[src/hw/rtl/rlnp_pkg.sv]
// ----------------------------------------------------------------------------
// rlnp_pkg
// shared types, constants and codes for the reified linear not-equal propagator
// ----------------------------------------------------------------------------
package rlnp_pkg;

  localparam int unsigned MaxVarsDef    = 256;
  localparam int unsigned TrailDepthDef = 64;
  localparam int unsigned CoeffBitsDef  = 16;

  typedef enum logic [2:0] {
    OP_CLEAR  = 3'd0,
    OP_ADD    = 3'd1,
    OP_INST   = 3'd2,
    OP_MIN    = 3'd3,
    OP_MAX    = 3'd4,
    OP_ASSIGN = 3'd5,
    OP_REWIND = 3'd6,
    OP_NONE   = 3'd7
  } op_e;

  localparam logic [1:0] BFalse = 2'd1;
  localparam logic [1:0] BTrue  = 2'd2;

  localparam logic [1:0] InferNone  = 2'd0;
  localparam logic [1:0] InferTrue  = 2'd1;
  localparam logic [1:0] InferFalse = 2'd2;

  typedef struct packed {
    logic [2:0]         operation;
    logic [7:0]         var_index;
    logic [1:0]         b_status;
    logic signed [31:0] value_a;
    logic signed [31:0] value_b;
    logic signed [31:0] value_c;
    logic [15:0]        search_level;
  } in_word_t;

  typedef struct packed {
    logic       conflict;
    logic [1:0] infer_b;
    logic       trail_overflow;
  } out_word_t;

  // controller to datapath commands
  typedef struct packed {
    logic capture;     // latch input word
    logic exec;        // apply update (with coefficient ready)
    logic pop_rd;      // issue read of trail top
    logic pop_apply;   // restore state from trail top
    logic emit;        // form result word
  } ctrl_t;

  // datapath to controller status
  typedef struct packed {
    logic       is_rewind;
    logic       pop_more;
  } stat_t;

endpackage

[src/hw/rtl/rlnp_ctrl.sv]
// ----------------------------------------------------------------------------
// rlnp_ctrl
// sequencer: capture, coefficient read, execute, rewind pops, result hand-off
// ----------------------------------------------------------------------------
module rlnp_ctrl import rlnp_pkg::*; (
  input  logic  clk_i,
  input  logic  rst_ni,
  input  logic  in_valid_i,
  output logic  in_ready_o,
  output logic  out_valid_o,
  input  logic  out_ready_i,
  input  stat_t stat_i,
  output ctrl_t ctrl_o
);

  typedef enum logic [2:0] {
    S_IDLE, S_READ, S_EXEC, S_POPCHK, S_POPRD, S_POPAPPLY, S_EMIT
  } state_e;

  state_e state_q;
  logic   ovalid_q, ovalid_d;

  // the output register frees once taken; a new word may start meanwhile
  logic out_free;
  assign out_free    = !ovalid_q || out_ready_i;
  assign in_ready_o  = (state_q == S_IDLE);
  assign out_valid_o = ovalid_q;

  always_comb begin
    ctrl_o           = '0;
    ctrl_o.capture   = (state_q == S_IDLE) && in_valid_i;
    ctrl_o.exec      = (state_q == S_EXEC);
    ctrl_o.pop_rd    = (state_q == S_POPRD);
    ctrl_o.pop_apply = (state_q == S_POPAPPLY);
    ctrl_o.emit      = (state_q == S_EMIT) && out_free;
  end

  always_comb begin
    ovalid_d = ovalid_q;
    if (ovalid_q && out_ready_i) ovalid_d = 1'b0;
    if (ctrl_o.emit) ovalid_d = 1'b1;
  end

  always_ff @(posedge clk_i or negedge rst_ni) begin
    if (!rst_ni) begin
      state_q  <= S_IDLE;
      ovalid_q <= 1'b0;
    end else begin
      ovalid_q <= ovalid_d;
      case (state_q)
        S_IDLE:     if (in_valid_i) state_q <= S_READ;
        S_READ:     state_q <= stat_i.is_rewind ? S_POPCHK : S_EXEC;
        S_EXEC:     state_q <= S_EMIT;
        S_POPCHK:   state_q <= stat_i.pop_more ? S_POPRD : S_EMIT;
        S_POPRD:    state_q <= S_POPAPPLY;
        S_POPAPPLY: state_q <= S_POPCHK;
        S_EMIT:     if (out_free) state_q <= S_IDLE;
        default:    state_q <= S_IDLE;
      endcase
    end
  end

endmodule

[config.mk]
export PLATFORM = sky130hd
export DESIGN_NAME = rlnp_ctrl
export DESIGN_NICKNAME = d
export VERILOG_FILES = /design/src/hw/rtl/rlnp_pkg.sv /design/src/hw/rtl/rlnp_ctrl.sv
export SDC_FILE = /design/constraint.sdc
export NUM_CORES = 1
export LEC_CHECK = 0
export ABC_AREA = 1
export ABC_CLOCK_PERIOD_IN_PS = 1200
export BUFFER_PORTS_ARGS = -buffer_cell sky130_fd_sc_hd__buf_4
export CAP_MARGIN = 15
export CORE_AREA = 5 5 42 44
export DETAILED_ROUTE_END_ITERATION = 10
export DIE_AREA = 0 0 47 49
export HOLD_SLACK_MARGIN = 0.08
export SLEW_MARGIN = 0
export SYNTH_ARGS = -nofsm -noshare
export SYNTH_HDL_FRONTEND = slang
export SYNTH_SLANG_ARGS = --single-unit
[constraint.sdc]
create_clock -name clk_i -period 1.2 [get_ports clk_i]
set_input_delay 0.24 -clock clk_i [delete_from_list [all_inputs] [get_ports clk_i]]
set_output_delay 0.24 -clock clk_i [all_outputs]
set_load 0.02 [all_outputs]
==> flow_metrics.py, run 1 <==
metrics = {
    "logic_synthesis": {
        "synth_cell_type_count": 10,
        "postSynthAreaPerCell_um2": 6.649,
        "largest_family_of_logic_cells_by_synthesized_area": "simple AND/OR/NAND/NOR gates",
        "muxShareOfSynthArea_pct": 0,
        "syn-cell-area_um2": 232.7,
        "postSynthRegisterBits": 4,
        "synthCells": 35,
        "synth_compound_area_share_pct": 6.452,
        "synth_warnings": 0,
        "fraction_of_synthesized_cell_area_in_xor_and_xnor_cells_pct": 0,
        "synthAdderAreaFrac_pct": 0,
        "synth_fp_nets": 41,
        "synth-simple-area-share_pct": 36.02,
        "ys_seq_area_share_pct": 43.01,
    },
    "routing": {
        "drt-total-wl_um": 599,
        "remaining_drc_errors": 0,
        "via_per_inst": 3.912,
        "drt_first_pass_iters": 4,
        "detailedRoute.firstIterationViolations": 1,
        "detail_route_antenna_nets": 0,
        "wl_per_cell_um": 8.809,
        "vias": 266,
    },
    "floorplan": {
        "die_width_um": 47,
        "initial_utilization_pct": 16.61,
        "fp.dieH_um": 49,
        "ioPinCount": 13,
        "num_rows": 14,
        "design.die.area_um2": 2303,
        "area_of_the_placeable_core_um2": 1401,
    },
    "clocking": {
        "clock_insertion_delay_worst_skew_ps": 230,
        "cts_num_sinks": 4,
        "cts_max_path_buffers": 2,
        "clock-root-buffer": "clkbuf_4",
        "tritoncts_clock_tree": "done",
        "cts_inserted_buffers": 3,
        "clkSlewWorstSetupHoldPaths_ps": 40,
        "cts.htree.levels": 1,
    },
    "timing": {
        "max_slew_margin_pct": 87.15,
        "layout_setup_ws_ps": -129.8,
        "totalNegativeSetupSlack_ps": -597.2,
        "unrepaired_setup_endpoints_after_global_routing": "true",
        "hold_violations": 0,
        "max_clock_freq_mhz": 752.0,
        "tightestPinTransition_ps": 192.7,
        "final.period_utilization_pct": 110.8,
        "final_max_slew_viol_count": 0,
        "finalClockSkew_ps": 3.260,
        "timing.final.crit_period_ps": 1330,
        "final-setup-viol-count": 6,
    },
    "cells_and_area": {
        "design.final.nets": 60,
        "proportion_of_layout_cells_with_a_drive_suffix_above_1_pct": 46.15,
        "diodes": 0,
        "layout_commonest_cell": "buf_4",
        "areaGrowthSynthToFinish_pct": 72.58,
        "layout.cell_area.non_filler_um2": 401.6,
        "most_used_cells_in_the_layout_excluding_fill_and_tap_cells": "buf_4, nand2_1, nor2_1",
        "final.fill_count": 156,
        "finish.utilization_pct": 28.66,
    },
    "placement": {
        "place_ws_ps": 43.50,
        "finalWeightedCongestion": 0.7753,
        "hpwl_um": 484.3,
        "port_buffers": 12,
        "placement.cell_area_um2": 335.3,
    },
    "critical_path": {
        "endpoint_type_of_the_worst_setup_path": "output port",
        "worstSetupStartpointType": "flop",
        "timing.critical_path.slowest_stage_cell": "dfrtp_2",
        "crit_chain": "nor2_2 -> nand2_1 -> nor2_1 -> buf_4",
        "cpLargestDelayFamily": "flip-flops",
        "cp_slowest_stage_delay_ps": 440,
        "criticalPathCategory": "reg2out",
        "critical_path_arrival_ps": 1090,
        "path_buf_inv": 1,
        "critical_path_peak_fanout": 5,
        "worst_ep_required_time_ps": 960,
    },
    "grt": {
        "first_pass_grt_wire_length_um": 910,
        "top_usage_layer": "met2",
        "largest_net_degree_at_the_start_of_global_routing": 7,
        "antenna_found_initial": 0,
        "grtUsageMet2_pct": 7.240,
        "globalRouteMet3Util_pct": 3.690,
        "grtUsageMet1_pct": 6.682,
        "grt.total_usage_pct": 5.728,
        "global_route.overflow_total": 0,
        "grt_pass1_vias": 236,
    },
    "power": {
        "leakagePower_nw": 0.2269,
        "irDropWorstVdd_v": 0.0007731,
        "power_mw": 1.071,
        "p_seq_share_pct": 29.2,
        "power_switching_mw": 0.4816,
        "power_frac_comb_pct": 56.1,
        "cellPowerDensity_nw_per_um2": 2666,
        "cellInternalPower_mw": 0.5894,
        "proportion_of_power_drawn_by_the_clock_network_pct": 14.7,
        "power_switching_share_pct": 44.97,
    },
    "outcome": {
        "failed_checks": "negative setup slack",
        "run_status": "finished with violations",
    },
    "hold_path": {
        "worst_hold_path_type": "in2reg",
    },
    "run": {
        "timing.max_cap.violations": 0,
    },
}
[worst paths after layout]
path                                to  slack [ps]   startpoint  cells after the start
setup / recovery             ctrl_o[4]        -130   state_q[0]                      4
hold / removal              state_q[0]         310    stat_i[1]                      3
setup reg to reg            state_q[1]         120   state_q[0]                      5
hold reg to reg            out_valid_o         530  out_valid_o                      2
max in group asynchronous   state_q[1]         740       rst_ni                      2
min in group asynchronous   state_q[0]         340       rst_ni                      2
[stage by stage]
step | std cells | hold WS (ps)
floorplan | 35 | -55.59
global placement | 62 | 37.97
detailed placement | 62 | 38.64
CTS | 67 | 304.6
global route | 68 | 320.8
finish | 68 | 308.4
[tightest hold or removal path, stage by stage]
cell,delay (ps)
buf_4,70
o21ai_0,80
nor2_1,100
[cell usage after synthesis]
cell type	n	area (um^2)
nor3_1	3	15.01
or2_1	1	6.260
nand2_1	7	26.28
inv_1	7	26.28
o21ai_0	2	10.01
dfrtp_1	4	100.1
buf_4	1	7.510
a21oi_1	1	5.000
nor2_1	7	26.28
nand3_1	2	10.01
[power groups by stage]
stage / combinational, mW / sequential, mW / clock, mW
2_1_floorplan: 0.329 / 0.287 / 0
3_3_place_gp: 0.533 / 0.278 / 0
3_5_place_dp: 0.535 / 0.282 / 0
4_1_cts: 0.585 / 0.309 / 0.170
5_1_grt: 0.671 / 0.326 / 0.176
6_report: 0.601 / 0.312 / 0.157
[metal layers]
layer | vias up | wire (um)
met1 | 118 | 251
met4 | 0 | 0
met2 | 8 | 285
met3 | 0 | 63
met5 | - | 0
li1 | 140 | -
[cell families (layout without fill, tap and decap cells)]
group,count (synthesis),in the layout
AND/OR/NAND/NOR,20,20
AO/OA/AOI/OAI,3,3
flip-flops,4,4
buffers and inverters,8,25
[flip-flops by register name (all words and copies together), names as in the netlist]
| name | cells |
|---|---|
| out_valid_o | 1 |
| state_q | 3 |
[timing repair]
| action | 4_1_cts | 5_1_grt |
|---|---|---|
| pin swaps | 1 | 2 |
| gates resized for setup | 8 | 0 |
| buffers inserted | 1 | 1 |
| hold buffers | 1 | 0 |
| hold endpoints to repair | 4 | 0 |
| endpoints found under the setup margin | 6 | 6 |
[cell type report]
type                       count  area, um^2  area share [%]
clock buffer                   3       22.52           5.607
inverter                       7       26.28           6.542
multi-input combinational     23       111.4           27.73
sequential                     4       102.6           25.55
tap                           16       20.02           4.984
timing repair buffer          15       118.9           29.60
No activity file was read; power rests on OpenSTA's default activity.
==> inputs of run 2 (changes only) <==
==> constraint.sdc (replaced) <==
create_clock -name clk_i -period 1.2 [get_ports clk_i]
set_input_delay 0.12 -clock clk_i [delete_from_list [all_inputs] [get_ports clk_i]]
set_output_delay 0.12 -clock clk_i [all_outputs]
set_load 0.02 [all_outputs]
==> run 2 against run 1 <==
The flow still finishes with violations (negative setup slack). Routed wire length unchanged. Clock skew unchanged. Sequential power is essentially flat. Maximum frequency is 9.9% higher. Sequential cell count unchanged. Hold slack got worse by 120 ps. Total power is the same. Die area did not move. Critical path depth did not move. Clock-buffer cell count did not move.
==> flow_metrics.py, run 2 (synthesis gave the netlist of run 1 again) <==
metrics = {
    "critical_path": {
        "cp_slowest_stage_delay_ps": 440,
        "crit_chain": "nor2_2 -> nand2_1 -> nor2_1 -> buf_4",
        "timing.critical_path.slowest_stage_cell": "dfrtp_2",
        "critical_path_arrival_ps": 1090,
        "critical_path_peak_fanout": 5,
        "worstRegToRegCells": 5,
        "criticalPathCategory": "reg2out",
        "critical_path.reg2reg.endpoint": "state_q[1]",
        "worst_ep_required_time_ps": 1080,
        "reg2reg_setup_slack_ps": 120,
        "startpoint": "state_q[0]",
        "crit-reg2reg-launch": "state_q[0]",
        "worstSetupStartpointType": "flop",
        "endpoint_type_of_the_worst_setup_path": "output port",
    },
    "cells_and_area": {
        "final.fill_count": 156,
        "seq_area_um2": 102.6,
        "layout_commonest_cell": "buf_4",
        "largest_register": "state_q",
        "design.final.nets": 60,
        "diodes": 0,
        "multi_input_area_um2": 111.4,
        "most_used_cells_in_the_layout_excluding_fill_and_tap_cells": "buf_4, nand2_1, nor2_1",
        "largest_reg_flops": 3,
        "proportion_of_layout_cells_with_a_drive_suffix_above_1_pct": 46.15,
        "areaGrowthSynthToFinish_pct": 72.58,
    },
    "floorplan": {
        "initial_utilization_pct": 16.61,
        "ioPinCount": 13,
        "design.die.area_um2": 2303,
        "area_of_the_placeable_core_um2": 1401,
        "die_width_um": 47,
        "fp.dieH_um": 49,
        "num_rows": 14,
    },
    "grt": {
        "first_pass_grt_wire_length_um": 910,
        "grt.total_usage_pct": 5.728,
        "antenna_found_initial": 0,
        "largest_net_degree_at_the_start_of_global_routing": 7,
        "global_route.overflow_total": 0,
        "grt_pass1_vias": 236,
    },
    "routing": {
        "drt_first_pass_iters": 4,
        "remaining_drc_errors": 0,
        "vias": 266,
        "via_per_inst": 3.912,
        "wl_per_cell_um": 8.809,
        "detail_route_antenna_nets": 0,
        "drt-total-wl_um": 599,
        "detailedRoute.firstIterationViolations": 1,
    },
    "hold_path": {
        "worst_hold_path_type": "in2reg",
        "worstHoldEndpoint": "state_q[0]",
        "hold_critical_path_depth": 3,
        "hold_path_startpoint": "stat_i[1]",
    },
    "timing": {
        "final_max_slew_viol_count": 0,
        "hold_violations": 0,
        "max_slew_margin_pct": 87.15,
        "finalClockSkew_ps": 3.260,
        "final-setup-viol-count": 1,
        "layout_setup_ws_ps": -9.777,
        "final.period_utilization_pct": 100.8,
        "timing.final.crit_period_ps": 1210,
        "totalNegativeSetupSlack_ps": -9.777,
        "unrepaired_setup_endpoints_after_global_routing": "true",
        "max_clock_freq_mhz": 826.6,
        "tightestPinTransition_ps": 192.7,
    },
    "outcome": {
        "failed_checks": "negative setup slack",
        "run_status": "finished with violations",
    },
    "clocking": {
        "tritoncts_clock_tree": "done",
        "cts_num_sinks": 4,
        "clock-root-buffer": "clkbuf_4",
        "clkSlewWorstSetupHoldPaths_ps": 40,
        "cts.htree.levels": 1,
        "cts_inserted_buffers": 3,
        "cts_max_path_buffers": 2,
        "clock_insertion_delay_worst_skew_ps": 230,
    },
    "power": {
        "irDropWorstVdd_v": 0.0007731,
        "leakagePower_nw": 0.2269,
        "cellPowerDensity_nw_per_um2": 2666,
    },
    "placement": {
        "hpwl_um": 484.3,
        "finalWeightedCongestion": 0.7753,
        "place_ws_ps": 163.5,
        "port_buffers": 12,
    },
    "run": {
        "timing.max_cap.violations": 0,
    },
}
## run 2: cell counts in the layout (fill, tap and decap cells not counted)
Identical to the previous run, type by type.
## run 2: critical path: cells and delay by family (launching register included)
kind | cells | cell delay [ps]
AND/OR/NAND/NOR | 3 | 280
flip-flops | 1 | 440
buffers and inverters | 1 | 140
## run 2: worst max-delay path by stage
stage | to | slack (ps) | cells after the start
2_1_floorplan | state_q[2] | 5 | 3
3_3_place_gp | ctrl_o[2] | 160 | 3
3_5_place_dp | ctrl_o[0] | 160 | 4
4_1_cts | ctrl_o[4] | -20 | 4
5_1_grt | ctrl_o[4] | -90 | 4
6_report | ctrl_o[4] | -10 | 4
## run 2: report_power, final
part / leakage, nW / internal [mW] / switching, mW / total (mW)
clock network: 0.0138 / 0.111 / 0.0463 / 0.157
logic: 0.166 / 0.266 / 0.335 / 0.601
registers: 0.0476 / 0.212 / 0.100 / 0.312
total: 0.227 / 0.589 / 0.482 / 1.07
## run 2: what timing repair did
item | 4_1_cts | 5_1_grt
hold endpoints to repair | 4 | 0
gates resized for setup | 7 | 1
buffers inserted | 1 | 1
hold buffers | 1 | 0
pin swaps | 1 | 2
endpoints found under the setup margin | 4 | 6
cloned | 0 | 0
## run 2: layout make-up
cell class,count,area share (%)
clock buffer,3,5.607
inverter,7,6.542
multi-input combinational,23,27.73
sequential,4,25.55
tap,16,4.984
timing repair buffer,15,29.60
## run 2: layer usage
layer	track usage [%]	wire (um)
met5	0	0
met4	4.147	0
met3	3.690	63
met2	7.240	285
met1	6.682	251
## run 2: per-stage QoR
| step | cells | cell area, um^2 | hold WS, ps | total power, mW | util [%] |
|---|---|---|---|---|---|
| finish | 68 | 401.6 | 188.4 | 1.071 | 28.66 |
| global route | 68 | 401.6 | 200.8 | 1.173 | 28.66 |
| CTS | 67 | 390.4 | 184.6 | 1.049 | 27.86 |
| detailed placement | 62 | 335.3 | -81.36 | 0.8172 | 23.93 |
| global placement | 62 | 335.3 | -82.03 | 0.8106 | 23.93 |
| floorplan | 35 | 232.7 | -175.6 | 0.6161 | - |
==> inputs of run 3 (changes only) <==
- ABC_CLOCK_PERIOD_IN_PS: 1200 -> 1500
- clock period: 1.2 -> 1.5 ns (I/O delays scaled with it)
==> run 3 against run 2 <==
The flow now finishes without violations. Clock power shrank 18%. Critical path depth shrank 2. Sequential power shrank 28%. Clock skew grew 1.7 ps. Global-route usage grew 0.067 points. Sequential share of layout area grew 1.7 points. Via count shrank 1.9%.
==> flow_metrics.py, run 3 (synthesis gave the netlist of run 1 again) <==
metrics = {
    "timing": {
        "final-setup-viol-count": 0,
        "layout_setup_ws_ps": 205.9,
        "final_max_slew_viol_count": 0,
        "finalClockSkew_ps": 4.993,
        "max_clock_freq_mhz": 772.7,
        "unrepaired_setup_endpoints_after_global_routing": "false",
        "totalNegativeSetupSlack_ps": 0,
        "max_slew_margin_pct": 82.35,
        "timing.final.crit_period_ps": 1294,
        "hold_violations": 0,
        "tightestPinTransition_ps": 262.7,
        "final.period_utilization_pct": 86.28,
    },
    "grt": {
        "largest_net_degree_at_the_start_of_global_routing": 7,
        "antenna_found_initial": 0,
        "top_usage_layer": "met2",
        "grt_pass1_vias": 217,
        "global_route.overflow_total": 0,
        "grtUsageMet2_pct": 7.014,
        "globalRouteMet3Util_pct": 5.535,
        "first_pass_grt_wire_length_um": 876,
        "grtUsageMet1_pct": 6.000,
        "grt.total_usage_pct": 5.795,
    },
    "placement": {
        "finalWeightedCongestion": 0.7762,
        "port_buffers": 12,
        "place_ws_ps": 429.7,
        "hpwl_um": 478.3,
    },
    "critical_path": {
        "critical_path.reg2reg.endpoint": "state_q[1]",
        "cpLargestDelayFamily": "flip-flops",
        "cp_slowest_stage_delay_ps": 430,
        "path_buf_inv": 1,
        "reg2reg_setup_slack_ps": 460,
        "crit_chain": "nor3_1 -> buf_4",
        "critical_path_peak_fanout": 6,
        "worst_ep_required_time_ps": 1350,
        "criticalPathCategory": "reg2out",
        "critical_path_arrival_ps": 1140,
        "crit-reg2reg-launch": "state_q[0]",
        "endpoint_type_of_the_worst_setup_path": "output port",
        "timing.critical_path.slowest_stage_cell": "dfrtp_1",
        "worstRegToRegCells": 4,
        "worstSetupStartpointType": "flop",
        "worst-path-stages": 2,
    },
    "power": {
        "p_seq_share_pct": 28.7,
        "proportion_of_power_drawn_by_the_clock_network_pct": 16.6,
        "irDropWorstVdd_v": 0.0005762,
        "cellPowerDensity_nw_per_um2": 2117,
        "power_frac_comb_pct": 54.7,
        "cellInternalPower_mw": 0.4229,
        "leakagePower_nw": 0.2186,
        "power_mw": 0.7787,
        "power_switching_mw": 0.3558,
        "power_switching_share_pct": 45.69,
    },
    "hold_path": {
        "worstHoldEndpoint": "state_q[0]",
        "hold_critical_path_depth": 3,
        "worst_hold_path_type": "in2reg",
        "hold_path_startpoint": "stat_i[1]",
    },
    "cells_and_area": {
        "proportion_of_layout_cells_with_a_drive_suffix_above_1_pct": 30.00,
        "areaGrowthSynthToFinish_pct": 58.06,
        "seq_area_um2": 100.1,
        "layout_commonest_cell": "buf_4",
        "final.fill_count": 162,
        "most_used_cells_in_the_layout_excluding_fill_and_tap_cells": "buf_4, inv_1, nor2_1, nand2_1, dfrtp_1",
        "largest_register": "state_q",
        "largest_reg_flops": 3,
        "diodes": 0,
        "design.final.nets": 58,
        "multi_input_area_um2": 98.84,
    },
    "routing": {
        "drt-total-wl_um": 565,
        "wl_per_cell_um": 8.561,
        "vias": 261,
        "drt_first_pass_iters": 4,
        "via_per_inst": 3.955,
        "detailedRoute.firstIterationViolations": 5,
        "remaining_drc_errors": 0,
        "detail_route_antenna_nets": 0,
    },
    "floorplan": {
        "num_rows": 14,
        "initial_utilization_pct": 16.61,
        "area_of_the_placeable_core_um2": 1401,
        "design.die.area_um2": 2303,
        "die_width_um": 47,
        "fp.dieH_um": 49,
        "ioPinCount": 13,
    },
    "clocking": {
        "cts_hold_bufs": 1,
        "cts_num_sinks": 4,
        "clock_insertion_delay_worst_skew_ps": 230,
        "tritoncts_clock_tree": "done",
        "post_cts_resize_count": 0,
        "cts.htree.levels": 1,
        "cts.repair_timing.setup_buffer_count": 0,
        "clkSlewWorstSetupHoldPaths_ps": 40,
        "cts_max_path_buffers": 2,
        "clock-root-buffer": "clkbuf_4",
        "cts_inserted_buffers": 3,
    },
    "outcome": {
        "run_status": "finished, final reports clean",
    },
    "run": {
        "timing.max_cap.violations": 0,
    },
}
-- run 3: area by class of cell --
class                           instances  share of cell area, %
Clock buffer                            3                  6.122
Inverter                                7                  7.143
Sequential cell                         4                  27.21
Multi-Input combinational cell         23                  26.87
Timing Repair Buffer                   13                  27.21
Tap cell                               16                  5.442
-- run 3: tightest hold or removal path: stages --
cell	delay, ps
buf_4	80
o21ai_0	80
nor2_1	100
-- run 3: power groups by stage --
| stage | logic, mW | registers, mW | clock network, mW |
|---|---|---|---|
| after floorplan | 0.263 | 0.230 | 0 |
| after global placement | 0.427 | 0.222 | 0 |
| after detailed placement | 0.428 | 0.224 | 0 |
| after CTS | 0.433 | 0.222 | 0.136 |
| after global routing | 0.475 | 0.237 | 0.149 |
| final | 0.426 | 0.224 | 0.129 |
-- run 3: layer usage --
metal / wire length (um) / vias up
met3: 77 / 0
met4: 0 / 0
met5: 0 / -
met1: 229 / 115
met2: 258 / 8
li1: - / 138
-- run 3: how the worst max path moves through the flow --
stage | start | end | slack, ps
after floorplan | state_q[1] | state_q[2] | 310
after global placement | state_q[2] | ctrl_o[2] | 430
after detailed placement | state_q[1] | ctrl_o[2] | 430
after CTS | state_q[1] | ctrl_o[2] | 180
after global routing | state_q[2] | ctrl_o[2] | 60
final | state_q[1] | ctrl_o[2] | 210
-- run 3: metrics by stage --
| stage | util [%] | std cells | hold slack [ps] | area (um^2) |
|---|---|---|---|---|
| global placement | 23.93 | 62 | -51.99 | 335.3 |
| global route | 26.25 | 66 | 228.5 | 367.9 |
| CTS | 26.25 | 66 | 209.3 | 367.9 |
| floorplan | - | 35 | -145.6 | 232.7 |
| finish | 26.25 | 66 | 217.4 | 367.9 |
| detailed placement | 23.93 | 62 | -51.03 | 335.3 |
